===== config.mk =====
export PLATFORM = sky130hd
export DESIGN_NAME = load_hysteresis_throttle_governor_flat
export DESIGN_NICKNAME = d
export VERILOG_FILES = /design/src/hw/rtl/lhtg_pkg.sv /design/src/hw/rtl/lhtg_if.sv /design/src/hw/rtl/lhtg_load_unit.sv /design/src/hw/rtl/lhtg_decide.sv /design/src/hw/rtl/load_hysteresis_throttle_governor.sv /design/src/flat_wrapper.sv
export SDC_FILE = /design/constraint.sdc
export NUM_CORES = 2
export LEC_CHECK = 0
export BUFFER_PORTS_ARGS = -buffer_cell sky130_fd_sc_hd__buf_2
export CAP_MARGIN = 20
export CORE_MARGIN = 5
export CORE_UTILIZATION = 62
export DETAILED_ROUTE_END_ITERATION = 6
export PLACE_DENSITY = 0.81
export SLEW_MARGIN = 15
export SYNTH_ARGS = -nofsm -noshare
export SYNTH_HDL_FRONTEND = slang
export SYNTH_SLANG_ARGS = --single-unit

===== constraint.sdc =====
create_clock -name clk_i -period 27 [get_ports clk_i]
set_input_delay 1.35 -clock clk_i [delete_from_list [all_inputs] [get_ports clk_i]]
set_output_delay 1.35 -clock clk_i [all_outputs]
set_load 0.02 [all_outputs]

===== src/hw/rtl/lhtg_pkg.sv =====
package lhtg_pkg;

  localparam int unsigned CntW     = 64;
  localparam int unsigned PctW     = 7;
  localparam int unsigned WaitW    = 24;
  localparam int unsigned LoadW    = 8;
  localparam int unsigned FieldW   = 5;
  localparam int unsigned CfgIdxW  = 3;
  localparam int unsigned CfgDataW = 24;
  localparam int unsigned DigW     = 4;
  localparam int unsigned StepW    = 4;

  // Each decimal digit of the quotient takes this many accumulate steps.
  localparam int unsigned DigitSteps = 10;

  localparam logic [PctW-1:0]  HighThrRst  = 7'd90;
  localparam logic [PctW-1:0]  LowThrRst   = 7'd10;
  localparam logic [PctW-1:0]  ThrPctRst   = 7'd50;
  localparam logic [WaitW-1:0] FullWaitRst = 24'd60000;
  localparam logic [WaitW-1:0] ThrWaitRst  = 24'd500;
  localparam logic [WaitW-1:0] MinWait     = 24'd100;

  localparam logic [LoadW-1:0]  LoadFull   = 8'd100;
  localparam logic [LoadW-1:0]  LoadFail   = 8'hFF;
  localparam logic [FieldW-1:0] FieldEn    = 5'h10;
  localparam logic [FieldW-1:0] FieldFull  = 5'h00;
  localparam logic [FieldW-1:0] DutyMax    = 5'd15;
  localparam logic [FieldW-1:0] DutyMin    = 5'd2;

  // floor(x/100) for x below 2048 as (x*1311) >> 17.
  localparam int unsigned RecipMul   = 1311;
  localparam int unsigned RecipShift = 17;

  typedef enum logic [CfgIdxW-1:0] {
    CFG_HIGH_THR  = 3'd0,
    CFG_LOW_THR   = 3'd1,
    CFG_THR_PCT   = 3'd2,
    CFG_FULL_WAIT = 3'd3,
    CFG_THR_WAIT  = 3'd4
  } cfg_idx_e;

  typedef enum logic [2:0] {
    ST_IDLE,
    ST_DT,
    ST_DI,
    ST_CMP,
    ST_TMR,
    ST_STEP,
    ST_ADD,
    ST_DONE
  } lhtg_state_e;

  typedef struct packed {
    logic [PctW-1:0]  high_thr;
    logic [PctW-1:0]  low_thr;
    logic [PctW-1:0]  thr_pct;
    logic [WaitW-1:0] full_wait;
    logic [WaitW-1:0] thr_wait;
  } cfg_t;

  typedef struct packed {
    logic                    valid;
    logic signed [LoadW-1:0] load;
  } load_res_t;

  function automatic logic [FieldW-1:0] field_for(input logic [PctW-1:0] pct);
    logic [10:0] x;
    logic [21:0] p;
    logic [FieldW-1:0] c;
    x = 11'(pct) * 11'd15;
    p = 22'(x) * 22'(RecipMul);
    c = 5'(p >> RecipShift) + 5'd1;
    if (c < DutyMin) begin
      c = DutyMin;
    end
    return (c <= DutyMax) ? (FieldEn | c) : FieldFull;
  endfunction

endpackage


===== src/hw/rtl/lhtg_if.sv =====
interface lhtg_in_if;
  import lhtg_pkg::*;
  logic            valid;
  logic            ready;
  logic [CntW-1:0] time_count;
  logic [CntW-1:0] idle_count;
  logic            read_ok;

  modport source (output valid, time_count, idle_count, read_ok, input ready);
  modport sink (input valid, time_count, idle_count, read_ok, output ready);
endinterface

interface lhtg_out_if;
  import lhtg_pkg::*;
  logic                    valid;
  logic                    ready;
  logic signed [LoadW-1:0] load_percent;
  logic                    is_throttled;
  logic [FieldW-1:0]       pm_field;
  logic                    pm_write;
  logic [WaitW-1:0]        next_wait_ms;

  modport source (output valid, load_percent, is_throttled, pm_field, pm_write,
                  next_wait_ms, input ready);
  modport sink (input valid, load_percent, is_throttled, pm_field, pm_write,
                next_wait_ms, output ready);
endinterface


===== src/hw/rtl/lhtg_load_unit.sv =====
module lhtg_load_unit import lhtg_pkg::*; (
  input  logic       clk_i,
  input  logic       rst_ni,
  lhtg_in_if.sink    in_i,
  output load_res_t  res_o,
  input  logic       res_ready_i
);

  lhtg_state_e state_q, state_d;
  logic primed_q, primed_d;
  logic phase_q, phase_d;
  logic [CntW-1:0] last_time_q, last_time_d, last_idle_q, last_idle_d;
  logic [CntW-1:0] cur_time_q, cur_time_d, cur_idle_q, cur_idle_d;
  logic [CntW-1:0] time_d_q, time_d_d, rem_q, rem_d, tmr_q, tmr_d, acc_q, acc_d;
  logic [DigW-1:0] dig_q, dig_d, hi_q, hi_d;
  logic [StepW-1:0] k_q, k_d;
  logic signed [LoadW-1:0] load_q, load_d;

  // The one shared 64-bit add/subtract unit.
  logic [CntW-1:0] op_a, op_b;
  logic            op_sub;
  logic [CntW:0]   sum;
  logic            borrow;

  logic [CntW-1:0] acc_next;
  logic [DigW-1:0] dig_next;
  logic            iter_done;
  logic [LoadW-1:0] quot;

  always_comb begin
    unique case (state_q)
      ST_DT: begin
        op_a = cur_time_q; op_b = last_time_q; op_sub = 1'b1;
      end
      ST_DI: begin
        op_a = cur_idle_q; op_b = last_idle_q; op_sub = 1'b1;
      end
      ST_CMP: begin
        op_a = rem_q; op_b = time_d_q; op_sub = 1'b1;
      end
      ST_TMR: begin
        op_a = time_d_q; op_b = rem_q; op_sub = 1'b1;
      end
      ST_STEP: begin
        op_a = acc_q; op_b = tmr_q; op_sub = 1'b1;
      end
      default: begin
        op_a = acc_q; op_b = rem_q; op_sub = 1'b0;
      end
    endcase
    sum    = {1'b0, op_a} + {1'b0, op_sub ? ~op_b : op_b} + {{CntW{1'b0}}, op_sub};
    borrow = op_sub & ~sum[CntW];
  end

  assign in_i.ready  = (state_q == ST_IDLE);
  assign res_o.valid = (state_q == ST_DONE);
  assign res_o.load  = load_q;

  always_comb begin
    state_d     = state_q;
    primed_d    = primed_q;
    phase_d     = phase_q;
    last_time_d = last_time_q;
    last_idle_d = last_idle_q;
    cur_time_d  = cur_time_q;
    cur_idle_d  = cur_idle_q;
    time_d_d    = time_d_q;
    rem_d       = rem_q;
    tmr_d       = tmr_q;
    acc_d       = acc_q;
    dig_d       = dig_q;
    hi_d        = hi_q;
    k_d         = k_q;
    load_d      = load_q;
    acc_next    = acc_q;
    dig_next    = dig_q;
    iter_done   = 1'b0;
    quot        = '0;

    unique case (state_q)
      ST_IDLE: begin
        if (in_i.valid) begin
          cur_time_d = in_i.time_count;
          cur_idle_d = in_i.idle_count;
          if (!in_i.read_ok) begin
            load_d  = $signed(LoadFail);
            state_d = ST_DONE;
          end else if (!primed_q) begin
            last_time_d = in_i.time_count;
            last_idle_d = in_i.idle_count;
            primed_d    = 1'b1;
            load_d      = '0;
            state_d     = ST_DONE;
          end else begin
            state_d = ST_DT;
          end
        end
      end
      ST_DT: begin
        time_d_d = sum[CntW-1:0];
        state_d  = ST_DI;
      end
      ST_DI: begin
        rem_d       = sum[CntW-1:0];
        last_time_d = cur_time_q;
        last_idle_d = cur_idle_q;
        state_d     = ST_CMP;
      end
      ST_CMP: begin
        // Idle delta not below time delta, a zero time delta included, reads as no load.
        if (borrow) begin
          phase_d = 1'b0;
          state_d = ST_TMR;
        end else begin
          load_d  = '0;
          state_d = ST_DONE;
        end
      end
      ST_TMR: begin
        tmr_d   = sum[CntW-1:0];
        acc_d   = '0;
        dig_d   = '0;
        k_d     = '0;
        state_d = ST_STEP;
      end
      ST_STEP: begin
        if (!borrow) begin
          acc_next  = sum[CntW-1:0];
          dig_next  = dig_q + DigW'(1);
          iter_done = 1'b1;
        end else begin
          state_d = ST_ADD;
        end
      end
      ST_ADD: begin
        acc_next  = sum[CntW-1:0];
        iter_done = 1'b1;
      end
      ST_DONE: begin
        if (res_ready_i) begin
          state_d = ST_IDLE;
        end
      end
      default: state_d = ST_IDLE;
    endcase

    if (iter_done) begin
      acc_d = acc_next;
      dig_d = dig_next;
      k_d   = k_q + StepW'(1);
      if (k_q == StepW'(DigitSteps - 1)) begin
        if (!phase_q) begin
          hi_d    = dig_next;
          rem_d   = acc_next;
          phase_d = 1'b1;
          state_d = ST_TMR;
        end else begin
          quot    = LoadW'(hi_q) * LoadW'(10) + LoadW'(dig_next);
          load_d  = $signed(LoadFull - quot);
          state_d = ST_DONE;
        end
      end else begin
        state_d = ST_STEP;
      end
    end
  end

  always_ff @(posedge clk_i or negedge rst_ni) begin
    if (!rst_ni) begin
      state_q     <= ST_IDLE;
      primed_q    <= 1'b0;
      phase_q     <= 1'b0;
      last_time_q <= '0;
      last_idle_q <= '0;
    end else begin
      state_q     <= state_d;
      primed_q    <= primed_d;
      phase_q     <= phase_d;
      last_time_q <= last_time_d;
      last_idle_q <= last_idle_d;
    end
  end

  always_ff @(posedge clk_i) begin
    cur_time_q <= cur_time_d;
    cur_idle_q <= cur_idle_d;
    time_d_q   <= time_d_d;
    rem_q      <= rem_d;
    tmr_q      <= tmr_d;
    acc_q      <= acc_d;
    dig_q      <= dig_d;
    hi_q       <= hi_d;
    k_q        <= k_d;
    load_q     <= load_d;
  end

endmodule


===== src/hw/rtl/lhtg_decide.sv =====
module lhtg_decide import lhtg_pkg::*; (
  input  logic       clk_i,
  input  logic       rst_ni,
  input  cfg_t       cfg_i,
  input  load_res_t  res_i,
  output logic       res_ready_o,
  lhtg_out_if.source out_o
);

  logic valid_q, valid_d;
  logic thr_q, thr_d;
  logic seen_q, seen_d;
  logic signed [LoadW-1:0] load_q, load_d;
  logic [FieldW-1:0] field_q, field_d;
  logic write_q, write_d;
  logic [WaitW-1:0] wait_q, wait_d;

  logic take, neg, ge_high, le_low, release_thr, apply_thr, thr_mid;
  logic [WaitW-1:0] wait_sel;

  assign res_ready_o = !valid_q || out_o.ready;
  assign take        = res_i.valid && res_ready_o;

  always_comb begin
    neg     = res_i.load[LoadW-1];
    ge_high = !neg && (res_i.load[PctW-1:0] >= cfg_i.high_thr);
    le_low  = neg || (res_i.load[PctW-1:0] <= cfg_i.low_thr);

    // Release is checked before apply, so one beat can release and re-throttle.
    release_thr = seen_q && thr_q && ge_high;
    thr_mid     = thr_q && !release_thr;
    apply_thr   = seen_q && !thr_mid && le_low;

    valid_d = valid_q;
    thr_d   = thr_q;
    seen_d  = seen_q;
    load_d  = load_q;
    field_d = field_q;
    write_d = write_q;
    wait_d  = wait_q;
    wait_sel = '0;

    if (out_o.ready) begin
      valid_d = 1'b0;
    end
    if (take) begin
      thr_d    = thr_mid || apply_thr;
      seen_d   = 1'b1;
      valid_d  = 1'b1;
      load_d   = res_i.load;
      write_d  = release_thr || apply_thr;
      field_d  = thr_d ? field_for(cfg_i.thr_pct) : FieldFull;
      wait_sel = thr_d ? cfg_i.thr_wait : cfg_i.full_wait;
      wait_d   = (wait_sel < MinWait) ? MinWait : wait_sel;
    end
  end

  always_ff @(posedge clk_i or negedge rst_ni) begin
    if (!rst_ni) begin
      valid_q <= 1'b0;
      thr_q   <= 1'b0;
      seen_q  <= 1'b0;
    end else begin
      valid_q <= valid_d;
      thr_q   <= thr_d;
      seen_q  <= seen_d;
    end
  end

  always_ff @(posedge clk_i) begin
    load_q  <= load_d;
    field_q <= field_d;
    write_q <= write_d;
    wait_q  <= wait_d;
  end

  assign out_o.valid        = valid_q;
  assign out_o.load_percent = load_q;
  assign out_o.is_throttled = thr_q;
  assign out_o.pm_field     = field_q;
  assign out_o.pm_write     = write_q;
  assign out_o.next_wait_ms = wait_q;

endmodule


===== src/hw/rtl/load_hysteresis_throttle_governor.sv =====
// Channel   Direction  Beat contents
// in_i      sink       time_count, idle_count, read_ok
// out_o     source     load_percent, is_throttled, pm_field, pm_write, next_wait_ms
// cfg       write      cfg_we_i, cfg_idx_i, cfg_wdata_i (five registers)
//
// A failed read or the first good read goes straight to the result. A measured sample
// runs the two 10-step decimal digit loops on the one shared 64-bit add/subtract unit
// unless it reads as no load. Input is taken only while the sequencer is idle.
// The output register holds a finished beat while the next sample is worked on.
// Reset (asynchronous, active low) loads the register defaults and clears state.
module load_hysteresis_throttle_governor import lhtg_pkg::*; (
  input  logic                clk_i,
  input  logic                rst_ni,
  lhtg_in_if.sink             in_i,
  lhtg_out_if.source          out_o,
  input  logic                cfg_we_i,
  input  logic [CfgIdxW-1:0]  cfg_idx_i,
  input  logic [CfgDataW-1:0] cfg_wdata_i
);

  cfg_t      cfg_q;
  load_res_t res;
  logic      res_ready;

  always_ff @(posedge clk_i or negedge rst_ni) begin
    if (!rst_ni) begin
      cfg_q.high_thr  <= HighThrRst;
      cfg_q.low_thr   <= LowThrRst;
      cfg_q.thr_pct   <= ThrPctRst;
      cfg_q.full_wait <= FullWaitRst;
      cfg_q.thr_wait  <= ThrWaitRst;
    end else if (cfg_we_i) begin
      unique case (cfg_idx_e'(cfg_idx_i))
        CFG_HIGH_THR:  cfg_q.high_thr  <= cfg_wdata_i[PctW-1:0];
        CFG_LOW_THR:   cfg_q.low_thr   <= cfg_wdata_i[PctW-1:0];
        CFG_THR_PCT:   cfg_q.thr_pct   <= cfg_wdata_i[PctW-1:0];
        CFG_FULL_WAIT: cfg_q.full_wait <= cfg_wdata_i[WaitW-1:0];
        CFG_THR_WAIT:  cfg_q.thr_wait  <= cfg_wdata_i[WaitW-1:0];
        default: ;
      endcase
    end
  end

  lhtg_load_unit u_load (
    .clk_i       (clk_i),
    .rst_ni      (rst_ni),
    .in_i        (in_i),
    .res_o       (res),
    .res_ready_i (res_ready)
  );

  lhtg_decide u_decide (
    .clk_i       (clk_i),
    .rst_ni      (rst_ni),
    .cfg_i       (cfg_q),
    .res_i       (res),
    .res_ready_o (res_ready),
    .out_o       (out_o)
  );

endmodule


===== src/flat_wrapper.sv =====
// flat-port wrapper written by rule: the top's interface ports become plain ports
module load_hysteresis_throttle_governor_flat import lhtg_pkg::*;
  (clk_i, rst_ni, cfg_we_i, cfg_idx_i, cfg_wdata_i, in_i_valid, in_i_time_count, in_i_idle_count, in_i_read_ok, in_i_ready, out_o_valid, out_o_load_percent, out_o_is_throttled, out_o_pm_field, out_o_pm_write, out_o_next_wait_ms, out_o_ready);
  lhtg_in_if in_i_i ();
  lhtg_out_if out_o_i ();
  input  logic clk_i;
  input  logic rst_ni;
  input  logic cfg_we_i;
  input  logic [CfgIdxW-1:0] cfg_idx_i;
  input  logic [CfgDataW-1:0] cfg_wdata_i;
  input wire logic [$bits(in_i_i.valid)-1:0] in_i_valid;
  input wire logic [$bits(in_i_i.time_count)-1:0] in_i_time_count;
  input wire logic [$bits(in_i_i.idle_count)-1:0] in_i_idle_count;
  input wire logic [$bits(in_i_i.read_ok)-1:0] in_i_read_ok;
  output wire logic [$bits(in_i_i.ready)-1:0] in_i_ready;
  output wire logic [$bits(out_o_i.valid)-1:0] out_o_valid;
  output wire logic [$bits(out_o_i.load_percent)-1:0] out_o_load_percent;
  output wire logic [$bits(out_o_i.is_throttled)-1:0] out_o_is_throttled;
  output wire logic [$bits(out_o_i.pm_field)-1:0] out_o_pm_field;
  output wire logic [$bits(out_o_i.pm_write)-1:0] out_o_pm_write;
  output wire logic [$bits(out_o_i.next_wait_ms)-1:0] out_o_next_wait_ms;
  input wire logic [$bits(out_o_i.ready)-1:0] out_o_ready;
  assign in_i_i.valid = in_i_valid;
  assign in_i_i.time_count = in_i_time_count;
  assign in_i_i.idle_count = in_i_idle_count;
  assign in_i_i.read_ok = in_i_read_ok;
  assign in_i_ready = in_i_i.ready;
  assign out_o_valid = out_o_i.valid;
  assign out_o_load_percent = out_o_i.load_percent;
  assign out_o_is_throttled = out_o_i.is_throttled;
  assign out_o_pm_field = out_o_i.pm_field;
  assign out_o_pm_write = out_o_i.pm_write;
  assign out_o_next_wait_ms = out_o_i.next_wait_ms;
  assign out_o_i.ready = out_o_ready;
  load_hysteresis_throttle_governor u_core (.clk_i(clk_i), .rst_ni(rst_ni), .in_i(in_i_i), .out_o(out_o_i), .cfg_we_i(cfg_we_i), .cfg_idx_i(cfg_idx_i), .cfg_wdata_i(cfg_wdata_i));
endmodule

==> key figures <==
Logic synthesis
  • Flops & latches, synth: 647
  • Most instantiated library cell after synthesis: nand2_1
  • Synth top area share: 31.6%
  • EDFF count, synth: 370
  • Syn_area_per_cell: 10.1 um2
  • Synth top area cells: edfxtp_1 32%, dfrtp_1 13%, ha_1 6.8%
  • Mapped cell area: 0.0352 mm2
  • Unique masters post-synth: 81
  • Net count after synthesis: 3,895
  • Commonest cells in the netlist: 603 x nand2_1, 370 x edfxtp_1, 250 x nor2_1
  • Async S/R FF share, synth: 31.7%
  • Sequential fraction of the synthesis area: 50.3%
  • Synth Flop Type: edfxtp_1
  • Cells after synthesis: 3,500
  • Synth area leader: edfxtp_1
  • Synth warnings: 0

Critical path
  • Crit Path Class: reg2reg
  • Arrival @ worst endpoint: 10,020 ps
  • R2R cell count: 35
  • Most frequent CP cell: inv_1
  • Critical Path Slowest Stage Cell: fa_1
  • CP Data Required Time: 27,340 ps
  • Worst-path maximum fanout: 9
  • Worst flop-to-flop path startpoint: u_core.cfg_q[48]
  • Crit start category: register
  • Largest stage delay, worst path: 620 ps
  • CP Capture Type: register
  • R2r endpoint: u_core.u_decide.out_o.pm_field[1]
  • Reg2reg setup slack: 17,330 ps

Die
  • Die Y: 248 um
  • Initial Util: 62.5%
  • Die Area: 0.0616 mm2
  • Die W: 248 um
  • # rows: 87
  • Core area: 0.0563 mm2
  • IO Pins: 202

Timing
  • Tightest hold margin: 488 ps
  • Max Slew Vio Count: 0
  • Final min period: 9670 ps
  • Final Hold Viols: 0
  • Worst-Margin Slew: 1080 ps
  • RSZ-0062 raised after global routing: no
  • Final Cycle Share: 35.8%
  • Fmax achieved: 103 MHz
  • Final setup viols: 0
  • Rel. slew slack: 28.1%
  • Final Skew: 29.0 ps
  • Setup_tns: 0 ps

CTS
  • Cts hold-fix bufs: 0
  • Later-pin clock latency in the skew report: 620 ps
  • Clk pin slew, worst setup/hold paths: 60 ps
  • Post-CTS setup buffers: 0
  • H-tree Lvls: 3
  • CTS tree: yes
  • CTS Buffer Depth: 3
  • Clock Tree Root: clkbuf_16
  • CTS Sinks: 647
  • TritonCTS buffer count: 71
  • Resized Gates After CTS: 0

Global route
  • Vias in the first global route: 26.9k
  • Largest net degree at the start of global routing: 136
  • Total gr overflow: 0
  • First-pass GRT wire length: 141,000 um
  • Initial antenna violation count: 6
  • GRT Total Usage: 28.5%

Routing
  • Post-route ant nets: 0
  • Iter 0 DRT Violations: 2,735
  • Vias per std cell: 6.26
  • Routed wire length: 90,000 um
  • DRC errors left: 0
  • Via count: 27.7k
  • Wire length per cell: 20.3 um
  • Drt pass-1 iters: 5

Min path
  • Hold path depth: 2
  • Hold path start: u_core.u_load.rem_q[14]
  • Worst Hold Class: reg2reg
  • Endpoint, Worst Hold: u_core.u_load.rem_q[14]

Final layout
  • Final core utilization: 69.5%
  • Finished layout cell area: 0.0391 mm2
  • # fillers: 4,151
  • Area Growth Syn to Fin: 11.2%
  • Fin nets: 4,004
  • Layout cells sized above 1: 13.5%

Run
  • Max cap viols: 0

Place
  • Final weighted congestion in routability-driven placement: 0.932
  • Port bufs: 201
  • Post-detail-place hpwl: 59,600 um
  • Placed Area: 0.0367 mm2

Status
  • Status: finished clean
[sequential cells by signal, summed over array words and instances, names as in the netlist, 64 cells and up]
register and cells:
u_core.u_load.last_time_q 64, u_core.u_load.acc_q 64, u_core.cfg_q 69, u_core.u_load.rem_q 64, u_core.u_load.last_idle_q 64, u_core.u_load.cur_idle_q 64, u_core.u_load.time_d_q 64, u_core.u_load.tmr_q 64
u_core.u_load.cur_time_q 64
[per-layer routing]
| layer | wire, um | part of all wire (%) | GRT usage, % | vias up |
|---|---|---|---|---|
| met2 | 42300 | 47 | 45.9 | 1231 |
| met3 | 7510 | 8.3 | 4.46 | 222 |
| met1 | 37200 | 41 | 39.7 | 13400 |
| li1 | - | - | - | 12900 |
| met5 | 45 | 0.050 | 0 | - |
| met4 | 2990 | 3.3 | 10.6 | 6 |
[worst max-delay path: cells and delay by family (launching register included)]
kind	cells	cell delay, ps
buffers and inverters	8	700
AOI/OAI and AO/OA	10	2340
DFF	1	520
adders and majority gates	11	4490
and+or+nand+nor	3	350
xor gates and xnor gates	3	1030
[cells by family after synthesis]
kind of cell | count (synthesis) | share of synthesized area (%)
adders and majority gates | 235 | 9.27
buffers and inverters | 401 | 4.31
and+or+nand+nor | 1194 | 15.0
DFF | 647 | 50.3
AOI/OAI and AO/OA | 815 | 15.1
xor gates and xnor gates | 94 | 2.34
muxes | 114 | 3.60
[area by class of cell]
class / count / area (um2) / area share [%]
Clock buffer: 104 / 2080 / 5.33
Inverter: 204 / 773 / 1.98
Sequential cell: 647 / 17700 / 45.3
Tap cell: 756 / 946 / 2.42
Clock inverter: 27 / 241 / 0.617
Antenna cell: 5 / 12.5 / 0.0320
Multi-Input combinational cell: 2452 / 16000 / 41.0
Timing Repair Buffer: 233 / 1310 / 3.36
[worst max path at each step]
stage                                start                                 to  slack (ps)  cells past startpoint
after global routing      u_core.cfg_q[48]  u_core.u_decide.out_o.pm_field[1]       16900                     35
after CTS                 u_core.cfg_q[48]  u_core.u_decide.out_o.pm_field[1]       17480                     35
final                     u_core.cfg_q[48]  u_core.u_decide.out_o.pm_field[1]       17330                     35
after floorplan           u_core.cfg_q[48]  u_core.u_decide.out_o.pm_field[1]       18480                     35
after detailed placement  u_core.cfg_q[48]  u_core.u_decide.out_o.pm_field[1]       17550                     35
after global placement    u_core.cfg_q[48]  u_core.u_decide.out_o.pm_field[1]       17950                     35
[per-stage QoR]
step / std cells / setup WS [ps]
2_1_floorplan: 3500 / 18480
3_5_place_dp: 4290 / 17550
3_3_place_gp: 4290 / 17950
6_report: 4428 / 17330
5_1_grt: 4425 / 16900
4_1_cts: 4421 / 17480
[layout by cell type, fill, tap and decap left out, types with 9 or more instances in the layout]
cell | netlist | final
nand2b_1 | 17 | 16
dfrtp_1 | 183 | 183
o21bai_1 | 30 | 30
or3_1 | 10 | 10
nand2_1 | 603 | 601
clkbuf_8 | 0 | 13
a22oi_1 | 179 | 178
o21ai_0 | 178 | 178
xor2_1 | 31 | 31
o211ai_1 | 9 | 9
and2_1 | 38 | 38
nor4_1 | 13 | 13
nor3_1 | 40 | 38
buf_2 | 8 | 200
inv_1 | 202 | 201
o31ai_1 | 9 | 9
and3_1 | 72 | 71
dfstp_2 | 22 | 22
nor2_1 | 250 | 247
a31oi_1 | 133 | 133
a21oi_1 | 128 | 127
dfxtp_1 | 72 | 72
clkinv_2 | 0 | 10
clkbuf_1 | 176 | 18
a221oi_1 | 9 | 9
nand3_1 | 23 | 23
mux2i_1 | 13 | 13
buf_4 | 0 | 28
xnor2_1 | 63 | 63
nand4_1 | 91 | 91
o21a_1 | 12 | 12
a21o_1 | 42 | 42
clkbuf_16 | 0 | 74
fa_1 | 43 | 43
ha_1 | 191 | 191
edfxtp_1 | 370 | 370
mux2_2 | 97 | 97
Power is left out: the tool's default activity adds up to more than one toggle a clock period on the data nets, which glitch-free logic cannot reach.
